--- src/sv/bsr_pkg.sv ---
`timescale 1ns / 1ps
// shared types, constants and coordinate helpers for the border-read matrix store
// no dependencies; imported by every module of the block

package bsr_pkg;

  localparam int MaxWidth   = 64;
  localparam int MaxHeight  = 64;
  localparam int WordBits   = 64;
  localparam int CoordBits  = 10;
  localparam int SizeBits   = 7;
  localparam int IdxBits    = $clog2(MaxWidth > MaxHeight ? MaxWidth : MaxHeight);
  localparam int StoreDepth = MaxWidth * MaxHeight;
  localparam int AddrBits   = $clog2(StoreDepth);
  localparam int ProdBits   = IdxBits + SizeBits;
  localparam int StepBits   = $clog2(CoordBits + 1);
  localparam int PaddrBits  = 4;
  localparam int PdataBits  = 32;

  localparam logic [SizeBits-1:0] WidthReset  = SizeBits'(MaxWidth);
  localparam logic [SizeBits-1:0] HeightReset = SizeBits'(MaxHeight);

  typedef enum logic [1:0] {
    BmReplicate = 2'd0,
    BmReflect   = 2'd1,
    BmWrap      = 2'd2,
    BmZero      = 2'd3
  } border_mode_e;

  typedef enum logic {
    ActRead  = 1'b0,
    ActWrite = 1'b1
  } action_e;

  typedef enum logic [1:0] {
    RegWidth  = 2'd0,
    RegHeight = 2'd1,
    RegMode   = 2'd2
  } reg_idx_e;

  typedef enum logic [2:0] {
    StIdle,
    StCheck,
    StMod,
    StAddr,
    StMem
  } state_e;

  typedef struct packed {
    logic                we;
    logic                re;
    logic [AddrBits-1:0] addr;
    logic [WordBits-1:0] wdata;
  } mem_req_t;

  // zero counts as one, anything above the maximum saturates
  function automatic logic [SizeBits-1:0] eff_size(input logic [SizeBits-1:0] raw,
                                                    input logic [SizeBits-1:0] maxv);
    logic [SizeBits-1:0] res;
    if (raw == '0) begin
      res = SizeBits'(1);
    end else if (raw > maxv) begin
      res = maxv;
    end else begin
      res = raw;
    end
    return res;
  endfunction

  function automatic logic coord_inside(input logic signed [CoordBits-1:0] c,
                                        input logic [SizeBits-1:0] n);
    return !c[CoordBits-1] && (c < $signed({{(CoordBits-SizeBits){1'b0}}, n}));
  endfunction

  // value whose remainder by n the border fold needs
  function automatic logic [CoordBits-1:0] fold_dividend(input logic signed [CoordBits-1:0] c,
                                                         input logic [SizeBits-1:0] n,
                                                         input border_mode_e mode);
    logic [CoordBits-1:0] res;
    if (c[CoordBits-1]) begin
      res = CoordBits'(-c);
    end else if (mode == BmReflect) begin
      res = CoordBits'(c) - CoordBits'(n);
    end else begin
      res = CoordBits'(c);
    end
    return res;
  endfunction

  function automatic logic [IdxBits-1:0] fold_coord(input logic signed [CoordBits-1:0] c,
                                                    input logic [SizeBits-1:0] n,
                                                    input border_mode_e mode,
                                                    input logic [IdxBits-1:0] rem,
                                                    input logic in_mat);
    logic [IdxBits-1:0] res;
    logic [IdxBits-1:0] last;
    last = IdxBits'(n - SizeBits'(1));
    res  = IdxBits'(c);
    if (!in_mat) begin
      unique case (mode)
        BmReplicate: res = c[CoordBits-1] ? '0 : last;
        BmReflect:   res = c[CoordBits-1] ? rem : IdxBits'(last - rem);
        BmWrap: begin
          if (!c[CoordBits-1]) begin
            res = rem;
          end else if (rem == '0) begin
            res = '0;
          end else begin
            res = IdxBits'(n - SizeBits'(rem));
          end
        end
        default:     res = '0;
      endcase
    end
    return res;
  endfunction

endpackage

--- src/sv/bsr_mod_unit.sv ---
`timescale 1ns / 1ps
// bit-serial remainder of an unsigned coordinate by the configured matrix size
// depends on bsr_pkg

module bsr_mod_unit (
  input  logic                            clk_i,
  input  logic                            rst_ni,
  input  logic                            start_i,
  input  logic [bsr_pkg::CoordBits-1:0]   dividend_i,
  input  logic [bsr_pkg::SizeBits-1:0]    divisor_i,
  output logic                            busy_o,
  output logic [bsr_pkg::IdxBits-1:0]     rem_o
);
  import bsr_pkg::*;

  logic                 busy_q, busy_d;
  logic [StepBits-1:0]  cnt_q, cnt_d;
  logic [IdxBits-1:0]   rem_q, rem_d;
  logic [CoordBits-1:0] dv_q, dv_d;
  logic [IdxBits:0]     trial;

  // restoring step: bring in the next dividend bit, subtract if it fits
  assign trial = {rem_q, dv_q[CoordBits-1]};

  always_comb begin
    busy_d = busy_q;
    cnt_d  = cnt_q;
    rem_d  = rem_q;
    dv_d   = dv_q;
    if (start_i) begin
      busy_d = 1'b1;
      cnt_d  = StepBits'(CoordBits);
      rem_d  = '0;
      dv_d   = dividend_i;
    end else if (busy_q) begin
      dv_d  = {dv_q[CoordBits-2:0], 1'b0};
      cnt_d = cnt_q - StepBits'(1);
      if (trial >= divisor_i) begin
        rem_d = IdxBits'(trial - divisor_i);
      end else begin
        rem_d = IdxBits'(trial);
      end
      if (cnt_q == StepBits'(1)) begin
        busy_d = 1'b0;
      end
    end
  end

  always_ff @(posedge clk_i or negedge rst_ni) begin
    if (!rst_ni) begin
      busy_q <= 1'b0;
      cnt_q  <= '0;
    end else begin
      busy_q <= busy_d;
      cnt_q  <= cnt_d;
    end
  end

  always_ff @(posedge clk_i) begin
    rem_q <= rem_d;
    dv_q  <= dv_d;
  end

  assign busy_o = busy_q;
  assign rem_o  = rem_q;

endmodule

--- config.mk ---
export PLATFORM = sky130hd
export DESIGN_NAME = bsr_mod_unit
export DESIGN_NICKNAME = d
export VERILOG_FILES = /design/src/sv/bsr_pkg.sv /design/src/sv/bsr_mod_unit.sv
export SDC_FILE = /design/constraint.sdc
export NUM_CORES = 1
export LEC_CHECK = 0
export BUFFER_PORTS_ARGS = -buffer_cell sky130_fd_sc_hd__buf_2
export CORE_ASPECT_RATIO = 1.5
export CORE_MARGIN = 10
export CORE_UTILIZATION = 38
export DETAILED_ROUTE_END_ITERATION = 12
export PLACE_DENSITY_LB_ADDON = 0.08
export SYNTH_ARGS = -nofsm -noshare
export SYNTH_HDL_FRONTEND = slang
export SYNTH_SLANG_ARGS = --single-unit
--- constraint.sdc ---
create_clock -name clk_i -period 3.7 [get_ports clk_i]
set_input_delay 0 -clock clk_i [delete_from_list [all_inputs] [get_ports clk_i]]
set_output_delay 0 -clock clk_i [all_outputs]
set_load 0.1 [all_outputs]
# Word level (Yosys, flattened, before mapping)
# Index checks and enable logic that the tools add are counted.
[word_totals]
regBits = 21
inputBits = 20
output_inout_bits = 7
word_cells = 17
[op_classes]
addsub = 2
n_lt_le_gt_ge = 1
eq_ne = 1
n_mux = 8
reduce_logical = 1
[ops]
columns = ["op", "n"]
rows = [
  ["$mux 10", 2],
  ["$mux 4", 2],
  ["$ge 7x7->1", 1],
  ["$mux 6", 1],
  ["$sub 6x6->6", 1],
  ["$eq 4x1->1 const B", 1],
  ["$sub 4x1->4 const B", 1],
  ["$mux 1", 3],
  ["$reduce_bool 2->1", 1],
]

# Longest topological paths before layout
[logic_depth]
ltp_word = 4
depth_mapped = 8
mapped_depth_nobuf = 8

# Worst setup path after synthesis
# OpenSTA, ideal clock, no wires.
[synth_path]
path_kind = "flip-flop to flip-flop"
from = "register rem_q[1], in the netlist rem_o[1]"
to = "register rem_q[5], in the netlist rem_o[5]"
arrival_ns = 2.433
setup_slack_ns = 1.179
stages_incl_launch_ff = 7
path_buffers = 0
period_less_slack_ns = 2.521
path_cell_list = "dfxtp_1 -> ha_1 -> o21ai_1 -> a21oi_1 -> or4b_1 -> a41o_1 -> a311oi_2"
[synth_between]
elab_chain_cells = 2
word_cells_on_any_way = 3
classes_between = "1 x add/sub; 1 x order compare; 1 x mux"
[synth_lines]
columns = ["item", "line_no", "source"]
rows = [
  ["from (decl)", "bsr_mod_unit.sv:18", "logic [IdxBits-1:0] rem_q, rem_d;"],
  ["from (signal assigned)", "bsr_mod_unit.sv:60", "rem_q <= rem_d;"],
  ["$sub 6x6->6 / $ge 7x7->1 (equally long branches)", "bsr_mod_unit.sv:39, bsr_mod_unit.sv:38", ""],
  ["$mux 6 *", "bsr_mod_unit.sv:38", "if (trial >= divisor_i) begin"],
]
# Mark *: on every way between the ends. The rest lies on a longest branch, timed or not.
# A chain may end at the register's enable or synchronous reset.

# Worst setup path in the final report
[layout_path]
from = "register dv_q[9]"
to = "register rem_q[4], in the netlist rem_o[4]"
[layout_between]
elab_chain_cells = 2
word_cells_on_any_way = 3
classes_between = "1 x add/sub; 1 x order compare; 1 x mux"
[layout_lines]
columns = ["item", "line_no", "source"]
rows = [
  ["from (decl)", "bsr_mod_unit.sv:19", "logic [CoordBits-1:0] dv_q, dv_d;"],
  ["from (signal assigned)", "bsr_mod_unit.sv:61", "dv_q <= dv_d;"],
  ["$sub 6x6->6 / $ge 7x7->1 (equally long branches)", "bsr_mod_unit.sv:39, bsr_mod_unit.sv:38", ""],
  ["$mux 6 *", "bsr_mod_unit.sv:38", ""],
]
# Marked as above.

==> results.sh <==
export IMPL_synth_area_sq_um=1280
export IMPL_clock_skew_ns=0.00168
export IMPL_die_area_sq_um=6130
export IMPL_yosys_warnings=0
export IMPL_crit_type="flop to flop"
export IMPL_rsz0062_at_grt="no"
export IMPL_wl_per_cell_microns=13.4
export IMPL_worst_setup_path_end_kind="flop"
export IMPL_numClockSinks=21
export IMPL_drc=0
export IMPL_first_pass_iters=4
export IMPL_die_x_microns=67.3
export IMPL_netlist_instances=123
export IMPL_synth_edf_count=10
export IMPL_power_per_cell_area_nw_per_um2=486
export IMPL_p_int_w=0.000446
export IMPL_p_switching_w=0.000280
export IMPL_numCtsBuffers=3
export IMPL_worst_ep_required_time_ns=3.88
export IMPL_async_flop_share_pct=23.8
export IMPL_drive_gt1_share_pct=28.2
export IMPL_cts_root_buf="clkbuf_8"
export IMPL_die_h_microns=91.0
export IMPL_layout_nets=181
export IMPL_clkTransAtPathRegs_ns=0.08
export IMPL_slew_headroom_pct=56.2
export IMPL_gr_usage_met2_pct=15.6
export IMPL_clockBufferDepth=2
export IMPL_fillCellCount=323
export IMPL_grt_max_degree=27
export IMPL_synth_distinct_cells=32
export IMPL_drv_slew=0
export IMPL_fin_tns_setup_ns=0
export IMPL_met1_usage_pct=10.4
export IMPL_wl_mm=2.53
export IMPL_portBuffers=26
export IMPL_ant_nets=0
export IMPL_fin_area_sq_um=1490
export IMPL_initial_core_util_pct=40.0
export IMPL_drt_iter0_drc=24
export IMPL_synthToLayoutAreaGrowth_pct=16.9
export IMPL_grt_pass1_vias=1046
export IMPL_clock_fmax_ghz=0.525
export IMPL_clkPwrFrac_pct=21.1
export IMPL_grtUsageTotal_pct=9.19
export IMPL_hpwl_mm=1.96
export IMPL_cp_max_fo=2
export IMPL_synthesis_nets=154
export IMPL_via_count=941
export IMPL_setup_violations=0
export IMPL_ctsResizeCount=0
export IMPL_ys_flop_type="edfxtp_1"
export IMPL_core_area_sq_um=3190
export IMPL_routed_via_density=4.98
export IMPL_dpl_instance_area_sq_um=1440
export IMPL_n_antenna_cell=0
export IMPL_tightest_slew_ns=0.657
export IMPL_cts_tree="yes"
export IMPL_ios=27
export IMPL_grt_first_pass_wirelength_mm=4.50
export IMPL_grt_overflow=0
export IMPL_met3_usage_pct=2.46
export IMPL_power_leakage_nw=0.685
export IMPL_status="complete, no violations"
export IMPL_synth_seq_cells=21
export IMPL_ys_seq_area_share_pct=42.7
export IMPL_hp_class="primary input to flop"
export IMPL_period_share_pct=51.5
export IMPL_cap_viol_max_count=0
export IMPL_seqPwrFrac_pct=41.0
export IMPL_antenna_found_initial=0
export IMPL_gp_congestion=0.703
export IMPL_insertion_delay_ns=0.26
export IMPL_hold_viol=0
export IMPL_busiest_layer="met2"
export IMPL_row_count=25
export IMPL_combPwrFrac_pct=38.0
export IMPL_critPathArrivalTime_ns=2.08
export IMPL_syn_avg_cell_area_sq_um=10.4
export IMPL_swShare_pct=38.6
export IMPL_fin_crit_ns=1.90
export IMPL_cp_start_kind="flop"
export IMPL_peakVddDrop_v=0.000226
export IMPL_htreeDepth=1
[path summary, 6_finish.rpt]
path                       cells past startpoint  slack (ns)               endpoint                  start
max                                            8        1.80  rem_o[4]$_SDFFE_PP0P_      dv_q[9]$_DFFE_PP_
min                                            2        0.02  dv_q[0]$_SDFFCE_PN0P_          dividend_i[0]
max reg2reg                                    8        1.80  rem_o[4]$_SDFFE_PP0P_      dv_q[9]$_DFFE_PP_
min reg2reg                                    2        0.53  rem_o[2]$_SDFFE_PP0P_  rem_o[2]$_SDFFE_PP0P_
max in group asynchronous                      2        3.49   cnt_q[0]$_DFFE_PN0P_                 rst_ni
min in group asynchronous                      2        0.07   cnt_q[2]$_DFFE_PN0P_                 rst_ni
[metal layers]
metal  vias to the layer above  share of wire (%)
met5                         -                  0
met4                         0               0.83
met3                         2                5.0
met2                        15                 52
met1                       442                 42
li1                        482                  -
[stage by stage]
step	std cells	worst slack (ns)	util (%)	total power, W	hold slack (ns)
after global placement	184	1.82	45.1	0.000578	-0.178
after global routing	189	1.62	46.8	0.000782	0.0105
final	189	1.80	46.8	0.000726	0.0176
after detailed placement	184	1.80	45.1	0.000581	-0.177
after CTS	189	1.76	46.8	0.000739	0.00708
after floorplan	123	1.18	-	0.000527	-0.296
[Yosys cell counts, types with 2 or more instances]
master / number / area share, %
a211oi_1: 3 / 1.8
a21oi_1: 7 / 2.7
clkbuf_1: 4 / 1.2
dfrtp_1: 5 / 9.8
dfxtp_1: 6 / 9.4
edfxtp_1: 10 / 24
ha_1: 10 / 9.8
inv_1: 11 / 3.2
mux2_2: 9 / 7.9
mux2i_1: 3 / 2.4
nand2_1: 8 / 2.4
nand2b_1: 5 / 2.4
nand4b_1: 2 / 1.4
nor2_1: 13 / 3.8
o21ai_1: 3 / 1.2
o311ai_1: 2 / 1.4
or4b_1: 3 / 2.4
xnor2_1: 3 / 2.1
xor2_1: 3 / 2.1
[sequential cells by signal, summed over array words and instances, names as in the netlist]
signal / cells
rem_o: 6
cnt_q: 4
busy_o: 1
dv_q: 10
[repair_timing]
| action | CTS | global route |
|---|---|---|
| setup buffers | 0 | 0 |
| setup endpoints to repair | 0 | 0 |
| hold buffers | 1 | 0 |
| hold endpoints to repair | 5 | 0 |
[cell usage in the layout (no fill, tap or decap), drive strengths merged, types with 3 or more instances in the layout]
cell / netlist / routed
edfxtp: 10 / 10
xor2: 3 / 3
clkbuf: 4 / 4
nand2b: 5 / 5
dfrtp: 5 / 5
nand2: 8 / 8
inv: 11 / 11
a21oi: 8 / 8
mux2: 9 / 9
a211oi: 3 / 3
nor2: 14 / 14
or4b: 3 / 3
xnor2: 3 / 3
dfxtp: 6 / 6
o21ai: 4 / 4
ha: 10 / 10
mux2i: 3 / 3
buf: 1 / 26
[power groups by stage]
stage | Clock, W | Sequential (W) | Combinational, W
6_report | 0.000153 | 0.000297 | 0.000276
3_3_place_gp | 0 | 0.000302 | 0.000276
5_1_grt | 0.000173 | 0.000303 | 0.000307
2_1_floorplan | 0 | 0.000384 | 0.000143
4_1_cts | 0.000161 | 0.000298 | 0.000280
3_5_place_dp | 0 | 0.000303 | 0.000277
[kinds of logic after synthesis]
group | count (synthesis) | share of synthesized area (%)
flops | 21 | 42.7
xor+xnor | 6 | 4.11
mux | 12 | 10.3
buf+inv | 16 | 4.70
simple gates | 37 | 15.6
compound gates | 20 | 11.3
fa+ha+maj | 11 | 11.4
[worst max-delay path, stage by stage (launching register included)]
cell and delay [ns]:
edfxtp_1 0.35, inv_1 0.07, ha_1 0.19, fa_1 0.40, nand2b_1 0.17, a21oi_1 0.17
xor2_1 0.17, mux2i_1 0.09, a211oi_1 0.22
[cell type report]
class	count	area, sq um	area share (%)
Inverter	11	41.3	2.76
Tap cell	40	50.0	3.35
Clock buffer	4	45.0	3.02
Multi-Input combinational cell	86	672	45.0
Timing Repair Buffer	27	140	9.38
Sequential cell	21	546	36.5
No activity file was read; power rests on OpenSTA's default activity.
